File: config.mk
export PLATFORM = sky130hd
export DESIGN_NAME = wav_pcm_stream_formatter
export DESIGN_NICKNAME = d
export VERILOG_FILES = /design/src/sv/wpsf_pkg.sv /design/src/sv/wpsf_front.sv /design/src/sv/wpsf_queue.sv /design/src/sv/wpsf_back.sv /design/src/sv/wav_pcm_stream_formatter.sv
export SDC_FILE = /design/constraint.sdc
export NUM_CORES = 1
export LEC_CHECK = 0
export BUFFER_PORTS_ARGS = -buffer_cell sky130_fd_sc_hd__buf_4
export CAP_MARGIN = 10
export CORE_MARGIN = 3
export CORE_UTILIZATION = 48
export CTS_CLUSTER_DIAMETER = 40
export CTS_CLUSTER_SIZE = 12
export DETAILED_ROUTE_END_ITERATION = 16
export GPL_ROUTABILITY_DRIVEN = 0
export PLACE_DENSITY = 0.66
export SLEW_MARGIN = 25
export SYNTH_ARGS = -nofsm -noshare
export SYNTH_HDL_FRONTEND = slang
export SYNTH_SLANG_ARGS = --single-unit
export TNS_END_PERCENT = 20
File: constraint.sdc
create_clock -name clk -period 6.8 [get_ports clk]
set_input_delay 0 -clock clk [delete_from_list [all_inputs] [get_ports clk]]
set_output_delay 0 -clock clk [all_outputs]
set_load 0.03 [all_outputs]
File: src/sv/wpsf_pkg.sv
// wpsf_pkg: shared types, codes and constants of the wav pcm stream formatter
// used by the front, queue and back modules; depends on nothing
`timescale 1ns / 1ps
`default_nettype none

package wpsf_pkg;

    localparam int HDR_LEN = 44;
    localparam int IDX_W = $clog2(HDR_LEN);

    // input item kinds
    localparam logic [1:0] KIND_START  = 2'd0;
    localparam logic [1:0] KIND_SAMPLE = 2'd1;
    localparam logic [1:0] KIND_FINISH = 2'd2;

    localparam logic [11:0] MAX_SECONDS_RST = 12'd10;
    localparam logic [31:0] RIFF_EXTRA = 32'd36;

    // queued command codes
    typedef logic [2:0] op_t;
    localparam op_t OP_STATUS   = 3'd0;
    localparam op_t OP_ZERO_HDR = 3'd1;
    localparam op_t OP_WAV_HDR  = 3'd2;
    localparam op_t OP_MONO     = 3'd3;
    localparam op_t OP_STEREO   = 3'd4;

    typedef struct packed {
        op_t         op;
        logic        done;
        logic [15:0] left;
        logic [15:0] right;
        logic [18:0] rate;
        logic        stereo;
        logic [31:0] riff_size;
        logic [31:0] data_size;
    } cmd_t;

endpackage

`default_nettype wire

File: src/sv/wpsf_front.sv
// wpsf_front: accepts input items, keeps the capture state and queues commands
// depends on wpsf_pkg
`timescale 1ns / 1ps
`default_nettype none

module wpsf_front
    import wpsf_pkg::*;
(
    input  wire logic        clk,
    input  wire logic        rst_n,
    input  wire logic        s_tvalid,
    output logic             s_tready,
    input  wire logic [55:0] s_tdata,
    input  wire logic [1:0]  s_tuser,
    input  wire logic        cfg_valid,
    input  wire logic [11:0] cfg_data,
    output logic             q_push,
    output cmd_t             q_cmd,
    input  wire logic        q_full
);

    logic        active_reg, active_next;
    logic [18:0] rate_reg, rate_next;
    logic        stereo_reg, stereo_next;
    logic [31:0] fc_reg, fc_next;
    logic [31:0] dc_reg, dc_next;
    logic        fin_reg, fin_next;
    logic [11:0] ms_reg;
    logic [30:0] limit_reg;
    logic        stale_reg, stale_next;

    logic [15:0] in_left;
    logic [15:0] in_right;
    logic        in_rpres;
    logic [3:0]  in_chans;
    logic [18:0] in_rate;
    logic        fire;
    logic        locking;
    logic        eff_stereo;
    logic [31:0] fc_inc;
    logic        at_limit;
    logic        inc_at_limit;

    assign in_left  = s_tdata[15:0];
    assign in_right = s_tdata[31:16];
    assign in_rpres = s_tdata[32];
    assign in_chans = s_tdata[36:33];
    assign in_rate  = s_tdata[55:37];

    // limit register is registered from the rate and config registers, so hold off input while it lags
    assign s_tready = !stale_reg && !q_full;
    assign fire     = s_tvalid && s_tready;
    assign q_push   = fire;

    assign locking      = (rate_reg == '0);
    assign eff_stereo   = locking ? (in_chans >= 4'd2) : stereo_reg;
    assign fc_inc       = fc_reg + 32'd1;
    assign at_limit     = (fc_reg >= {1'b0, limit_reg});
    assign inc_at_limit = (fc_inc >= {1'b0, limit_reg});

    always_comb
    begin
        active_next = active_reg;
        rate_next   = rate_reg;
        stereo_next = stereo_reg;
        fc_next     = fc_reg;
        dc_next     = dc_reg;
        fin_next    = fin_reg;
        stale_next  = cfg_valid;

        q_cmd           = '0;
        q_cmd.op        = OP_STATUS;
        q_cmd.left      = in_left;
        q_cmd.right     = (eff_stereo && in_rpres) ? in_right : in_left;
        q_cmd.rate      = rate_reg;
        q_cmd.stereo    = stereo_reg;
        q_cmd.riff_size = dc_reg + RIFF_EXTRA;
        q_cmd.data_size = dc_reg;
        q_cmd.done      = fin_reg || at_limit;

        case (s_tuser)
            KIND_START:
            begin
                active_next = 1'b1;
                rate_next   = '0;
                stereo_next = 1'b0;
                fc_next     = '0;
                dc_next     = '0;
                fin_next    = 1'b0;
                stale_next  = 1'b1;
                q_cmd.op    = OP_ZERO_HDR;
                // no rate locked, limit is zero
                q_cmd.done  = 1'b1;
            end
            KIND_SAMPLE:
            begin
                if (active_reg && in_chans != '0 && !fin_reg)
                begin
                    if (locking)
                    begin
                        // frame count is zero here, limit known without the product
                        rate_next   = in_rate;
                        stereo_next = eff_stereo;
                        stale_next  = 1'b1;
                        if (in_rate == '0 || ms_reg == '0)
                        begin
                            fin_next = 1'b1;
                        end
                        else
                        begin
                            q_cmd.op = eff_stereo ? OP_STEREO : OP_MONO;
                            fc_next  = 32'd1;
                            dc_next  = eff_stereo ? 32'd4 : 32'd2;
                            fin_next = (in_rate == 19'd1) && (ms_reg == 12'd1);
                        end
                        q_cmd.done = fin_next;
                    end
                    else if (in_rate == rate_reg)
                    begin
                        if (at_limit)
                        begin
                            fin_next   = 1'b1;
                            q_cmd.done = 1'b1;
                        end
                        else
                        begin
                            q_cmd.op   = stereo_reg ? OP_STEREO : OP_MONO;
                            fc_next    = fc_inc;
                            dc_next    = dc_reg + (stereo_reg ? 32'd4 : 32'd2);
                            fin_next   = inc_at_limit;
                            q_cmd.done = inc_at_limit;
                        end
                    end
                end
            end
            KIND_FINISH:
            begin
                if (active_reg)
                begin
                    if (!locking)
                    begin
                        q_cmd.op = OP_WAV_HDR;
                    end
                    active_next = 1'b0;
                end
            end
            default:
            begin
                q_cmd.op = OP_STATUS;
            end
        endcase
    end

    always_ff @(posedge clk or negedge rst_n)
    begin
        if (!rst_n)
        begin
            active_reg <= 1'b0;
            rate_reg   <= '0;
            stereo_reg <= 1'b0;
            fc_reg     <= '0;
            dc_reg     <= '0;
            fin_reg    <= 1'b0;
            ms_reg     <= MAX_SECONDS_RST;
            limit_reg  <= '0;
            stale_reg  <= 1'b0;
        end
        else
        begin
            limit_reg <= 31'(rate_reg) * 31'(ms_reg);
            stale_reg <= fire ? stale_next : cfg_valid;
            if (cfg_valid)
            begin
                ms_reg <= cfg_data;
            end
            if (fire)
            begin
                active_reg <= active_next;
                rate_reg   <= rate_next;
                stereo_reg <= stereo_next;
                fc_reg     <= fc_next;
                dc_reg     <= dc_next;
                fin_reg    <= fin_next;
            end
        end
    end

endmodule

`default_nettype wire

File: src/sv/wpsf_queue.sv
// wpsf_queue: two-entry command queue between front and back
// depends on wpsf_pkg
`timescale 1ns / 1ps
`default_nettype none

module wpsf_queue
    import wpsf_pkg::*;
(
    input  wire logic clk,
    input  wire logic rst_n,
    input  wire logic push,
    input  wire cmd_t push_cmd,
    output logic      full,
    input  wire logic pop,
    output logic      head_valid,
    output cmd_t      head_cmd
);

    cmd_t       slot_reg [2];
    logic       wr_ptr_reg;
    logic       rd_ptr_reg;
    logic [1:0] count_reg;

    assign full       = (count_reg == 2'd2);
    assign head_valid = (count_reg != 2'd0);
    assign head_cmd   = slot_reg[rd_ptr_reg];

    always_ff @(posedge clk)
    begin
        if (push)
        begin
            slot_reg[wr_ptr_reg] <= push_cmd;
        end
    end

    always_ff @(posedge clk or negedge rst_n)
    begin
        if (!rst_n)
        begin
            wr_ptr_reg <= 1'b0;
            rd_ptr_reg <= 1'b0;
            count_reg  <= '0;
        end
        else
        begin
            if (push)
            begin
                wr_ptr_reg <= !wr_ptr_reg;
            end
            if (pop)
            begin
                rd_ptr_reg <= !rd_ptr_reg;
            end
            if (push && !pop)
            begin
                count_reg <= count_reg + 2'd1;
            end
            else if (pop && !push)
            begin
                count_reg <= count_reg - 2'd1;
            end
        end
    end

endmodule

`default_nettype wire

File: src/sv/wpsf_back.sv
// wpsf_back: expands queued commands into output items, one item per cycle
// while the receiver takes them; depends on wpsf_pkg
`timescale 1ns / 1ps
`default_nettype none

module wpsf_back
    import wpsf_pkg::*;
(
    input  wire logic       clk,
    input  wire logic       rst_n,
    input  wire logic       head_valid,
    input  wire cmd_t       head_cmd,
    output logic            pop,
    output logic            m_tvalid,
    input  wire logic       m_tready,
    output logic [15:0]     m_tdata,
    output logic [1:0]      m_tuser,
    output logic            m_tlast
);

    logic [IDX_W-1:0] idx_reg;
    logic             m_tvalid_reg;
    logic [7:0]       byte_reg;
    logic             done_reg;
    logic             bvalid_reg;
    logic             hdr_reg;
    logic             last_reg;

    logic             load;
    logic [IDX_W-1:0] len_m1;
    logic             is_last;
    logic [7:0]       cur_byte;
    logic             cur_bvalid;
    logic             cur_hdr;
    logic [7:0]       hdr_bytes [HDR_LEN];
    logic [31:0]      byte_rate;
    logic [7:0]       ch_num;

    assign ch_num    = head_cmd.stereo ? 8'd2 : 8'd1;
    assign byte_rate = head_cmd.stereo ? {11'd0, head_cmd.rate, 2'b00}
                                       : {12'd0, head_cmd.rate, 1'b0};

    always_comb
    begin
        hdr_bytes[0]  = 8'h52;
        hdr_bytes[1]  = 8'h49;
        hdr_bytes[2]  = 8'h46;
        hdr_bytes[3]  = 8'h46;
        hdr_bytes[4]  = head_cmd.riff_size[7:0];
        hdr_bytes[5]  = head_cmd.riff_size[15:8];
        hdr_bytes[6]  = head_cmd.riff_size[23:16];
        hdr_bytes[7]  = head_cmd.riff_size[31:24];
        hdr_bytes[8]  = 8'h57;
        hdr_bytes[9]  = 8'h41;
        hdr_bytes[10] = 8'h56;
        hdr_bytes[11] = 8'h45;
        hdr_bytes[12] = 8'h66;
        hdr_bytes[13] = 8'h6d;
        hdr_bytes[14] = 8'h74;
        hdr_bytes[15] = 8'h20;
        hdr_bytes[16] = 8'd16;
        hdr_bytes[17] = 8'd0;
        hdr_bytes[18] = 8'd0;
        hdr_bytes[19] = 8'd0;
        hdr_bytes[20] = 8'd1;
        hdr_bytes[21] = 8'd0;
        hdr_bytes[22] = ch_num;
        hdr_bytes[23] = 8'd0;
        hdr_bytes[24] = head_cmd.rate[7:0];
        hdr_bytes[25] = head_cmd.rate[15:8];
        hdr_bytes[26] = {5'd0, head_cmd.rate[18:16]};
        hdr_bytes[27] = 8'd0;
        hdr_bytes[28] = byte_rate[7:0];
        hdr_bytes[29] = byte_rate[15:8];
        hdr_bytes[30] = byte_rate[23:16];
        hdr_bytes[31] = byte_rate[31:24];
        hdr_bytes[32] = {ch_num[6:0], 1'b0};
        hdr_bytes[33] = 8'd0;
        hdr_bytes[34] = 8'd16;
        hdr_bytes[35] = 8'd0;
        hdr_bytes[36] = 8'h64;
        hdr_bytes[37] = 8'h61;
        hdr_bytes[38] = 8'h74;
        hdr_bytes[39] = 8'h61;
        hdr_bytes[40] = head_cmd.data_size[7:0];
        hdr_bytes[41] = head_cmd.data_size[15:8];
        hdr_bytes[42] = head_cmd.data_size[23:16];
        hdr_bytes[43] = head_cmd.data_size[31:24];
    end

    always_comb
    begin
        len_m1     = '0;
        cur_byte   = '0;
        cur_bvalid = 1'b1;
        cur_hdr    = 1'b0;
        case (head_cmd.op)
            OP_ZERO_HDR:
            begin
                len_m1  = IDX_W'(HDR_LEN - 1);
                cur_hdr = 1'b1;
            end
            OP_WAV_HDR:
            begin
                len_m1   = IDX_W'(HDR_LEN - 1);
                cur_hdr  = 1'b1;
                cur_byte = hdr_bytes[idx_reg];
            end
            OP_MONO:
            begin
                len_m1   = IDX_W'(1);
                cur_byte = idx_reg[0] ? head_cmd.left[15:8] : head_cmd.left[7:0];
            end
            OP_STEREO:
            begin
                len_m1 = IDX_W'(3);
                case (idx_reg[1:0])
                    2'd0:    cur_byte = head_cmd.left[7:0];
                    2'd1:    cur_byte = head_cmd.left[15:8];
                    2'd2:    cur_byte = head_cmd.right[7:0];
                    default: cur_byte = head_cmd.right[15:8];
                endcase
            end
            default:
            begin
                cur_bvalid = 1'b0;
            end
        endcase
    end

    assign is_last = (idx_reg == len_m1);
    assign load    = head_valid && (!m_tvalid_reg || m_tready);
    assign pop     = load && is_last;

    always_ff @(posedge clk or negedge rst_n)
    begin
        if (!rst_n)
        begin
            idx_reg      <= '0;
            m_tvalid_reg <= 1'b0;
        end
        else
        begin
            if (load)
            begin
                m_tvalid_reg <= 1'b1;
                idx_reg      <= is_last ? '0 : idx_reg + IDX_W'(1);
            end
            else if (m_tready)
            begin
                m_tvalid_reg <= 1'b0;
            end
        end
    end

    always_ff @(posedge clk)
    begin
        if (load)
        begin
            byte_reg   <= cur_byte;
            done_reg   <= head_cmd.done;
            bvalid_reg <= cur_bvalid;
            hdr_reg    <= cur_hdr;
            last_reg   <= is_last;
        end
    end

    assign m_tvalid = m_tvalid_reg;
    assign m_tdata  = {7'd0, done_reg, byte_reg};
    assign m_tuser  = {hdr_reg, bvalid_reg};
    assign m_tlast  = last_reg;

endmodule

`default_nettype wire

File: src/sv/wav_pcm_stream_formatter.sv
// wav_pcm_stream_formatter: top level, formats 16-bit pcm items into wav file bytes
// depends on wpsf_pkg, wpsf_front, wpsf_queue, wpsf_back
//
// usage
//   slave channel (s_*) takes one item per handshake: tuser is the kind
//   (start, sample, finish), tdata the sample fields, tlast the frame marker
//   master channel (m_*) gives one file byte or one status item per handshake;
//   tlast marks the final output item caused by an input item
//   cfg channel writes max_seconds and is always ready; the user must write it
//   only while idle, which the block itself does not enforce
// an accepted input item is queued, then loaded into the output register
// throughput: one output item per cycle while the receiver is ready; a mono
//   sample gives 2 bytes, a stereo sample 4, start and a finish that writes the
//   header 44, any other item a single status item; the back end sets that rate
// after a start item, the first locking sample, or a config write the input is
//   held off while the frame limit product is re-registered
// reset clears the capture state, sets max_seconds to 10 and empties the queue
// a stalled receiver holds the output register; the two-entry command queue
//   keeps accepting until it fills, then s_tready drops
`timescale 1ns / 1ps
`default_nettype none

module wav_pcm_stream_formatter
    import wpsf_pkg::*;
(
    input  wire logic        clk,
    input  wire logic        rst_n,
    // input items
    input  wire logic        s_tvalid,
    output logic             s_tready,
    // [15:0] left_sample, [31:16] right_sample, [32] right_present,
    // [36:33] channel_count, [55:37] sample_rate
    input  wire logic [55:0] s_tdata,
    // [1:0] kind
    input  wire logic [1:0]  s_tuser,
    // frame_last, informational only
    input  wire logic        s_tlast,
    // output items
    output logic             m_tvalid,
    input  wire logic        m_tready,
    // [7:0] out_byte, [8] capture_done, [15:9] zero
    output logic [15:0]      m_tdata,
    // [0] byte_valid, [1] is_header
    output logic [1:0]       m_tuser,
    // last
    output logic             m_tlast,
    // max_seconds write
    input  wire logic        cfg_valid,
    output logic             cfg_ready,
    input  wire logic [11:0] cfg_data
);

    cmd_t push_cmd;
    cmd_t head_cmd;
    logic push;
    logic full;
    logic pop;
    logic head_valid;

    // register writes never stall
    assign cfg_ready = 1'b1;

    wpsf_front u_front (
        .clk       (clk),
        .rst_n     (rst_n),
        .s_tvalid  (s_tvalid),
        .s_tready  (s_tready),
        .s_tdata   (s_tdata),
        .s_tuser   (s_tuser),
        .cfg_valid (cfg_valid && cfg_ready),
        .cfg_data  (cfg_data),
        .q_push    (push),
        .q_cmd     (push_cmd),
        .q_full    (full)
    );

    wpsf_queue u_queue (
        .clk        (clk),
        .rst_n      (rst_n),
        .push       (push),
        .push_cmd   (push_cmd),
        .full       (full),
        .pop        (pop),
        .head_valid (head_valid),
        .head_cmd   (head_cmd)
    );

    wpsf_back u_back (
        .clk        (clk),
        .rst_n      (rst_n),
        .head_valid (head_valid),
        .head_cmd   (head_cmd),
        .pop        (pop),
        .m_tvalid   (m_tvalid),
        .m_tready   (m_tready),
        .m_tdata    (m_tdata),
        .m_tuser    (m_tuser),
        .m_tlast    (m_tlast)
    );

endmodule

`default_nettype wire

* Yosys cells after proc, flatten, opt, wreduce, memory -nomap -nowiden
Memory sizes are Yosys's and may differ from the RTL's. Cells that the tools add are included.
Storage, ports and cells: bits in read-only memories 0, bits in latches 0, memory bits (writable) 240, word-level logic and storage cells 150, memories 1, bits of input ports 76, output and inout bits 22, register bits 153
Operators by class: div/mod/pow operators 0, multiply operators 1, shift operators 0, eq/ne operators 18, mux-type cells 62, order comparisons 4, bitwise logic cells 1, $add $sub $neg 6, reductions and logical operators 38
Memories:
- u_queue.slot_reg | depth 2, width 120, rd ports 1, clocked after Yosys merged registers in 0, wr ports 1, RTL line wpsf_queue.sv:19 | cmd_t slot_reg [2];
Operators by type and width (count):
- $mux W32 | 10
- $pmux W32 S2 | 2
- $ge A32 B31 Y1 | 2
- $bmux W8 S6 | 1
- $pmux W8 S3 | 2
- $logic_not A19 Y1 | 2
- $mux W19 | 2
- $pmux W19 S2 | 1
- $add A32 B1 Y32 const B | 1
- $add A32 B32 Y32 | 1
- $add A32 B6 Y32 const B | 1
- $mul A19 B12 Y31 | 1
- $mux W8 | 3
- $mux W21 | 1
- $mux W3 | 7
- $eq A19 B1 Y1 const B | 1
- $eq A19 B19 Y1 | 1
- $pmux W6 S3 | 1
- $mux W1 | 17
- $mux W16 | 1
- $eq A12 B1 Y1 const B | 1
- $logic_not A12 Y1 | 1
- $mux W4 | 3
- $logic_and A1 B1 Y1 | 10
- 30 further kinds | 57

* Longest topological paths before layout
Gate-level depths: netlist (run 1). An unclocked memory read counts as a cell.
depth in word-level cells 9, depth in mapped cells 21, mapped depth without buffers 20

* Hierarchy
Synthesis (run 1) repeated with hierarchy kept, for this count alone.
Second synthesis, totals: cells, all modules 2523, area total of the unflattened synthesis 27351.2 µm²
By module, submodules not included:
- wpsf_front | seq. area each 3230.6 µm², cells an instance 1819, area each 15693.8 µm², times used 1
- wpsf_queue | seq. area each 7307.0 µm², cells an instance 389, area each 8871.0 µm², times used 1
- wpsf_back | seq. area each 535.5 µm², cells an instance 313, area each 2775.2 µm², times used 1
- wav_pcm_stream_formatter | seq. area each 0.0 µm², cells an instance 2, area each 11.3 µm², times used 1

* Least setup slack after synthesis (run 1)
Ideal clock, no wire load.
kind reg2reg, start register u_queue.count_reg[1], end memory u_queue.slot_reg[0][100] in the netlist's numbering, enable pin, arrival time 5.536 ns, required time 6.205 ns, library setup time 0.595 ns, period minus slack after synthesis 6.131 ns, buffers on the path 0, cell stages (with the launch flop) 4, setup slack 0.669 ns, cells stage by stage dfrtp_1 > inv_1 > o211ai_1 > nor2_1
On the way: word-level cells in the longest chain between the ends 6
Ends and longest elaborated chain:
- start: declaration | RTL line wpsf_queue.sv:22 | logic [1:0] count_reg;
- start signal: assignment | RTL line wpsf_queue.sv:56 | count_reg <= count_reg + 2'd1;
- start signal: assignment | RTL line wpsf_queue.sv:60 | count_reg <= count_reg - 2'd1;
- $eq A2 B2 Y1 | RTL line wpsf_queue.sv:24 | assign full = (count_reg == 2'd2);
- $logic_not A1 Y1 | RTL line wpsf_front.sv:51 | assign s_tready = !stale_reg && !q_full;
- $logic_and A1 B1 Y1 | RTL line wpsf_front.sv:51
- $logic_and A1 B1 Y1 | RTL line wpsf_front.sv:52 | assign fire = s_tvalid && s_tready;
- $mux W1 | RTL line wpsf_queue.sv:30 | if (push)
- $mux W1 (implied by the code) | RTL line wpsf_queue.sv:32 | slot_reg[wr_ptr_reg] <= push_cmd;
- end: declaration | RTL line wpsf_queue.sv:19
No other way between the ends.

* Worst setup path after layout (run 1)
start register u_front.ms_reg[6], end register u_front.limit_reg[29]
On the way: word-level cells in the longest chain between the ends 1
Ends and longest elaborated chain:
- start: declaration | RTL line wpsf_front.sv:28 | logic [11:0] ms_reg;
- start signal: assignment | RTL line wpsf_front.sv:174 | ms_reg <= cfg_data;
- $mul A19 B12 Y31 | RTL line wpsf_front.sv:170 | limit_reg <= 31'(rate_reg) * 31'(ms_reg);
- end signal: assignment | RTL line wpsf_front.sv:170
- end: declaration | RTL line wpsf_front.sv:29 | logic [30:0] limit_reg;
No other way between the ends. A chain may end at the register's enable or synchronous reset.

==> impl_metrics.tcl, run 1 <==
set metrics [dict create \
    avgSynthCellArea_um2 10.9 \
    cts_sinks 386 \
    ys_ff_latch 386 \
    clock_path_buffers 3 \
    skew_ns 0.0445 \
    synthArstFlopShare_pct 36.3 \
    die-height_um 241 \
    area.growth.synth_to_final_pct 15.3 \
    io_buffer_count 88 \
    root_buffer "clkbuf_16" \
    synth_most_common_cell "inv_1" \
    synth.distinct_cells 80 \
    slew_headroom_pct 34.9 \
    routed_wl_um 66100 \
    fmax_mhz 162 \
    r2r-end "u_front.limit_reg[29]" \
    min_period_ns 6.17 \
    finalNetCount 2966 \
    post-dp-hpwl_um 45800 \
    cts_tree "done" \
    clk_pin_slew_ns 0.05 \
    synth_common_cells "266 x inv_1, 265 x nand2_1, 246 x edfxtp_1" \
    leakage_nw 13.2 \
    worst_pin_slew_ns 0.969 \
    vias 19300 \
    worstSetupPathType "register to register" \
    crit_fanout 21 \
    postSynthCellCount 2439 \
    drc 0 \
    wire_per_inst_um 19.7 \
    synthFlopType "edfxtp_1" \
    synth_area_leaders "edfxtp_1 28%, dfrtp_1 13%, fa_1 13%" \
    cap_violations 0 \
    setup_viol 0 \
    largest_reg_flops 234 \
    worstSetupEndpointType "register" \
    rrSetupSlack_ns 0.63 \
    fin_setup_tns_ns 0 \
    status "finished clean" \
    crit_path_end "u_front.limit_reg[29]" \
    ant_nets 0 \
    drt_first_pass_iters 6 \
    hp-class "primary input to register" \
    power_density_nw_per_um2 339 \
    place_ws_ns 0.704 \
    synth_area_leader_cell "edfxtp_1" \
    rsz0062_at_grt "no" \
    dieArea_um2 58300 \
    cts_buffers 55 \
    grt_max_degree 84 \
    drtIter0Drc 1544 \
    grt_pass1_wl_um 106000 \
    grt.total_usage_pct 22.9 \
    hold_viol_final 0 \
    ios 98 \
    num_rows 85 \
    initial_core_util_pct 49.0 \
    layout_setup_ws_ns 0.634 \
    yosys_warnings 0 \
    r2r-start "u_front.ms_reg[6]" \
    hold_slack_ns 0.110 \
    insertion_delay_ns 0.60 \
    fp.coreArea_um2 54300 \
    first_global_vias 19900 \
    crit_arrival_ns 6.65 \
    htree_levels 2 \
    die_x_um 241 \
    viasPerCell 5.74 \
    grt.overflow.total 0 \
    synth_edf_count 246 \
    synth_top_cell_area_share_pct 27.8 \
    required_ns 7.28 \
    ys_seq_area_share_pct 40.9 \
    layout-drive-gt1-share_pct 13.1 \
    postCtsSetupBuffers 0 \
    antenna_found_initial 4 \
    ir_drop_mv 0.238 \
    worstSetupStartpointType "register" \
    crit_start "u_front.ms_reg[6]" \
    netlist_area_um2 26600 \
    rr_worst_depth 19 \
    final_util_pct 56.5 \
    drv_slew 0 \
    post-route-period-util_pct 90.7 \
]
cell type report:
class | instances | area (um2)
Sequential cell | 386 | 10900
Tap cell | 739 | 925
Clock buffer | 67 | 1440
Inverter | 269 | 1010
Multi-Input combinational cell | 1661 | 14200
Timing Repair Buffer | 204 | 1790
Antenna cell | 2 | 5.00
Fill cell | 4471 | 23600
Clock inverter | 37 | 418
kinds of logic after synthesis:
family / Yosys count / synth area share [%]
buffers and inverters: 398 / 5.91
AOI/OAI and AO/OA: 391 / 9.90
and+or+nand+nor: 692 / 12.6
xor gates and xnor gates: 112 / 3.69
DFF: 386 / 40.9
adders and majority gates: 313 / 19.5
muxes: 145 / 7.43
other: 2 / 0.0282
placed cells by master, fill, tap and decap left out, drive strengths merged, types with 28 or more instances in the layout:
cell type and instances:
xnor2 68, buf 116, dlygate4sd3 88, o21ai 85, nand4 28, mux2 71
mux2i 39, nand3 42, and2 79, inv 280, ha 142, a22o 31
fa 171, dfrtp 138, mux4 35, clkbuf 67, nor2 119, a21oi 99
edfxtp 246, xor2 44, nand2 265
worst max-delay path, stage by stage (launching register included):
cell and delay [ns]:
dfrtp_1 0.71, and2_1 0.35, fa_1 0.49, inv_1 0.05, fa_1 0.48, inv_1 0.07, fa_1 0.51, fa_1 0.54
inv_1 0.06, fa_1 0.54, inv_1 0.04, ha_1 0.35, o21ai_0 0.13, o21ai_0 0.17, o211ai_1 0.20, o21ai_0 0.22
a21oi_1 0.15, o311ai_0 0.61, nand2_1 0.19, o211ai_1 0.21
through the flow:
stage | area, um2 | power [W] | std cells
after floorplan | 26600 | 0.00632 | 2445
after global placement | 27900 | 0.00742 | 3170
after detailed placement | 27900 | 0.00755 | 3171
after CTS | 30700 | 0.0105 | 3363
after global routing | 30700 | 0.0111 | 3364
final | 30700 | 0.0104 | 3365
metal layers:
layer	global-route usage (%)	wire, um	up-vias
met5	0	27	-
met4	8.00	1960	4
met3	3.37	3480	147
met2	39.7	33400	621
met1	29.6	27200	9754
li1	-	-	8782
timing repair:
| item | in CTS | in global routing |
|---|---|---|
| hold buffers | 88 | 0 |
| gates resized for setup | 0 | 0 |
| endpoints found under the hold margin | 185 | 0 |
power by group:
part	switching (W)	internal [W]
clock	0.00113	0.00171
combinational	0.00252	0.00173
sequential	0.000370	0.00294
total	0.00402	0.00638
worst min path at each step:
| stage | startpoint | endpoint | slack (ns) | cells after the start |
|---|---|---|---|---|
| floorplan | rst_n | u_back.idx_reg[0] | -0.30 | 0 |
| global placement | rst_n | u_front.ms_reg[11] | 0.11 | 1 |
| detailed placement | rst_n | u_front.ms_reg[9] | 0.11 | 1 |
| CTS | s_tdata[35] | u_front.dc_reg[1] | 0.04 | 5 |
| global route | s_tdata[35] | u_front.dc_reg[1] | 0.10 | 5 |
| finish | s_tdata[35] | u_front.dc_reg[1] | 0.11 | 5 |
No activity file was read; power rests on OpenSTA's default activity.
==> run 2, diff against run 1 <==
--- a/config.mk
+++ b/config.mk
@@ -13,7 +13,7 @@
 export CTS_CLUSTER_SIZE = 12
 export DETAILED_ROUTE_END_ITERATION = 16
 export GPL_ROUTABILITY_DRIVEN = 0
-export PLACE_DENSITY = 0.66
+export PLACE_DENSITY = 0.7
 export SLEW_MARGIN = 25
 export SYNTH_ARGS = -nofsm -noshare
 export SYNTH_HDL_FRONTEND = slang
==> run 2 against run 1 <==
  * Clock skew shrank 0.013 ns
  * Utilization is 0.14 points lower
  * Combinational power decreased by 2%
  * Fmax fell by 1.4%
  * Largest power group unchanged
  * Highest routed layer unchanged
==> impl_metrics.tcl, run 2 (synthesis results as in run 1) <==
set metrics [dict create \
    p_switching_w 0.00400 \
    area.growth.synth_to_final_pct 15.1 \
    hold_viol_final 0 \
    finalNetCount 2959 \
    routed_wl_um 65500 \
    layout_setup_ws_ns 0.545 \
    p_sw_share_pct 38.6 \
    final_cell_mix "266 x inv_1, 265 x nand2_1, 246 x edfxtp_1, 171 x fa_1, 142 x ha_1" \
    first_global_vias 20200 \
    drv_slew 0 \
    cts_resized 0 \
    power_density_nw_per_um2 338 \
    post-route-period-util_pct 92.0 \
    fmax_mhz 160 \
    num_rows 85 \
    vias 19300 \
    clk_pin_slew_ns 0.07 \
    hp-class "primary input to asynchronous set/reset pin" \
    grt_max_degree 77 \
    grt_pass1_wl_um 106000 \
    fp.coreArea_um2 54300 \
    worst_pin_slew_ns 0.991 \
    drtIter0Drc 1331 \
    htree_levels 2 \
    seqPwrFrac_pct 32.3 \
    wire_per_inst_um 19.5 \
    largest_reg_flops 234 \
    antenna_found_initial 4 \
    crit_arrival_ns 6.74 \
    status "finished clean" \
    io_buffer_count 88 \
    ant_nets 0 \
    min_period_ns 6.26 \
    leakage_nw 13.1 \
    setup_viol 0 \
    worstSetupPathType "register to register" \
    slew_headroom_pct 33.9 \
    rsz0062_at_grt "no" \
    hold_buffers 85 \
    rrSetupSlack_ns 0.54 \
    dieArea_um2 58300 \
    viasPerCell 5.75 \
    ir_drop_mv 0.228 \
    drc 0 \
    die_x_um 241 \
    pwr-share-clk_pct 27.6 \
    insertion_delay_ns 0.60 \
    layout-drive-gt1-share_pct 13.1 \
    grt.total_usage_pct 22.9 \
    p_int_w 0.00635 \
    skew_ns 0.0312 \
    layout_commonest_cell "inv_1" \
    combPwrFrac_pct 40.2 \
    fin_setup_tns_ns 0 \
    place_ws_ns 0.658 \
    grt.overflow.total 0 \
    cts_tree "done" \
    cts_sinks 386 \
    root_buffer "clkbuf_16" \
    ios 98 \
    post-dp-hpwl_um 45300 \
    worstSetupEndpointType "register" \
    cap_violations 0 \
    cts_buffers 56 \
    worstSetupStartpointType "register" \
    crit_fanout 21 \
    initial_core_util_pct 49.0 \
    drt_first_pass_iters 6 \
    clock_path_buffers 3 \
    die-height_um 241 \
    required_ns 7.29 \
    postCtsSetupBuffers 0 \
]
==> run 2: cell types whose count changed in the layout (fill, tap and decap cells not counted), sizes merged <==
cell	delta
clkinvlp	+7
bufinv	-2
diode	+1
dlygate4sd3	-3
buf	-5
clkbuf	-2
clkinv	-1
inv	-1
==> run 2: per-stage QoR <==
step / hold WS (ns) / total power [W] / util [%] / std cells / instance area [um2]
after floorplan: -0.296 / 0.00632 / - / 2445 / 26600
after detailed placement: 0.101 / 0.00749 / 51.3 / 3166 / 27900
after global placement: 0.0964 / 0.00737 / 51.3 / 3166 / 27900
final: 0.0897 / 0.0103 / 56.3 / 3359 / 30600
after CTS: 0.0545 / 0.0104 / 56.3 / 3356 / 30600
after global routing: 0.121 / 0.0110 / 56.3 / 3357 / 30600
==> run 2: metal layers <==
| layer | global-route usage (%) | vias to the layer above | routed length [um] |
|---|---|---|---|
| met2 | 39.5 | 714 | 32700 |
| met1 | 28.8 | 9650 | 26000 |
| li1 | - | 8785 | - |
| met5 | 0 | - | 8 |
| met3 | 4.16 | 168 | 4360 |
| met4 | 8.62 | 2 | 2440 |
==> run 2: final timing paths <==
check                                           from                    end  cells past startpoint
min in group clk                         s_tdata[35]      u_front.dc_reg[1]                      5
max in group asynchronous                      rst_n     u_front.fc_reg[23]                      3
worst min register to register  u_queue.count_reg[1]        u_back.m_tvalid                      2
worst min-delay path                           rst_n      u_front.ms_reg[5]                      2
worst max-delay path               u_front.ms_reg[4]  u_front.limit_reg[29]                     18
worst max register to register     u_front.ms_reg[4]  u_front.limit_reg[29]                     18
==> run 2: cell type report <==
cell class	count	area (um2)
Tap cell	739	925
Sequential cell	386	10900
Timing Repair Buffer	196	1690
Clock buffer	65	1510
Multi-Input combinational cell	1661	14200
Antenna cell	3	7.51
Fill cell	4468	23700
Inverter	269	1010
Clock inverter	40	375
==> run 2: power groups by stage <==
stage,Clock [W],Combinational (W),Sequential [W]
finish,0.00285,0.00416,0.00334
global route,0.00300,0.00465,0.00338
CTS,0.00289,0.00420,0.00333
detailed placement,0,0.00411,0.00338
global placement,0,0.00402,0.00335
floorplan,0,0.00312,0.00320
==> run 2: worst max-delay path: stages, from the launching register on <==
cell and delay (ns):
dfrtp_1 0.92, nand2_1 0.17, fa_1 0.57, fa_1 0.44
fa_1 0.49, inv_1 0.06, fa_1 0.53, inv_1 0.06
fa_1 0.53, inv_1 0.04, ha_1 0.36, o21ai_0 0.24
o21ai_0 0.10, o211ai_1 0.38, o21ai_0 0.14, a21oi_1 0.35
o311ai_0 0.24, a2111o_1 0.42, o211ai_1 0.10
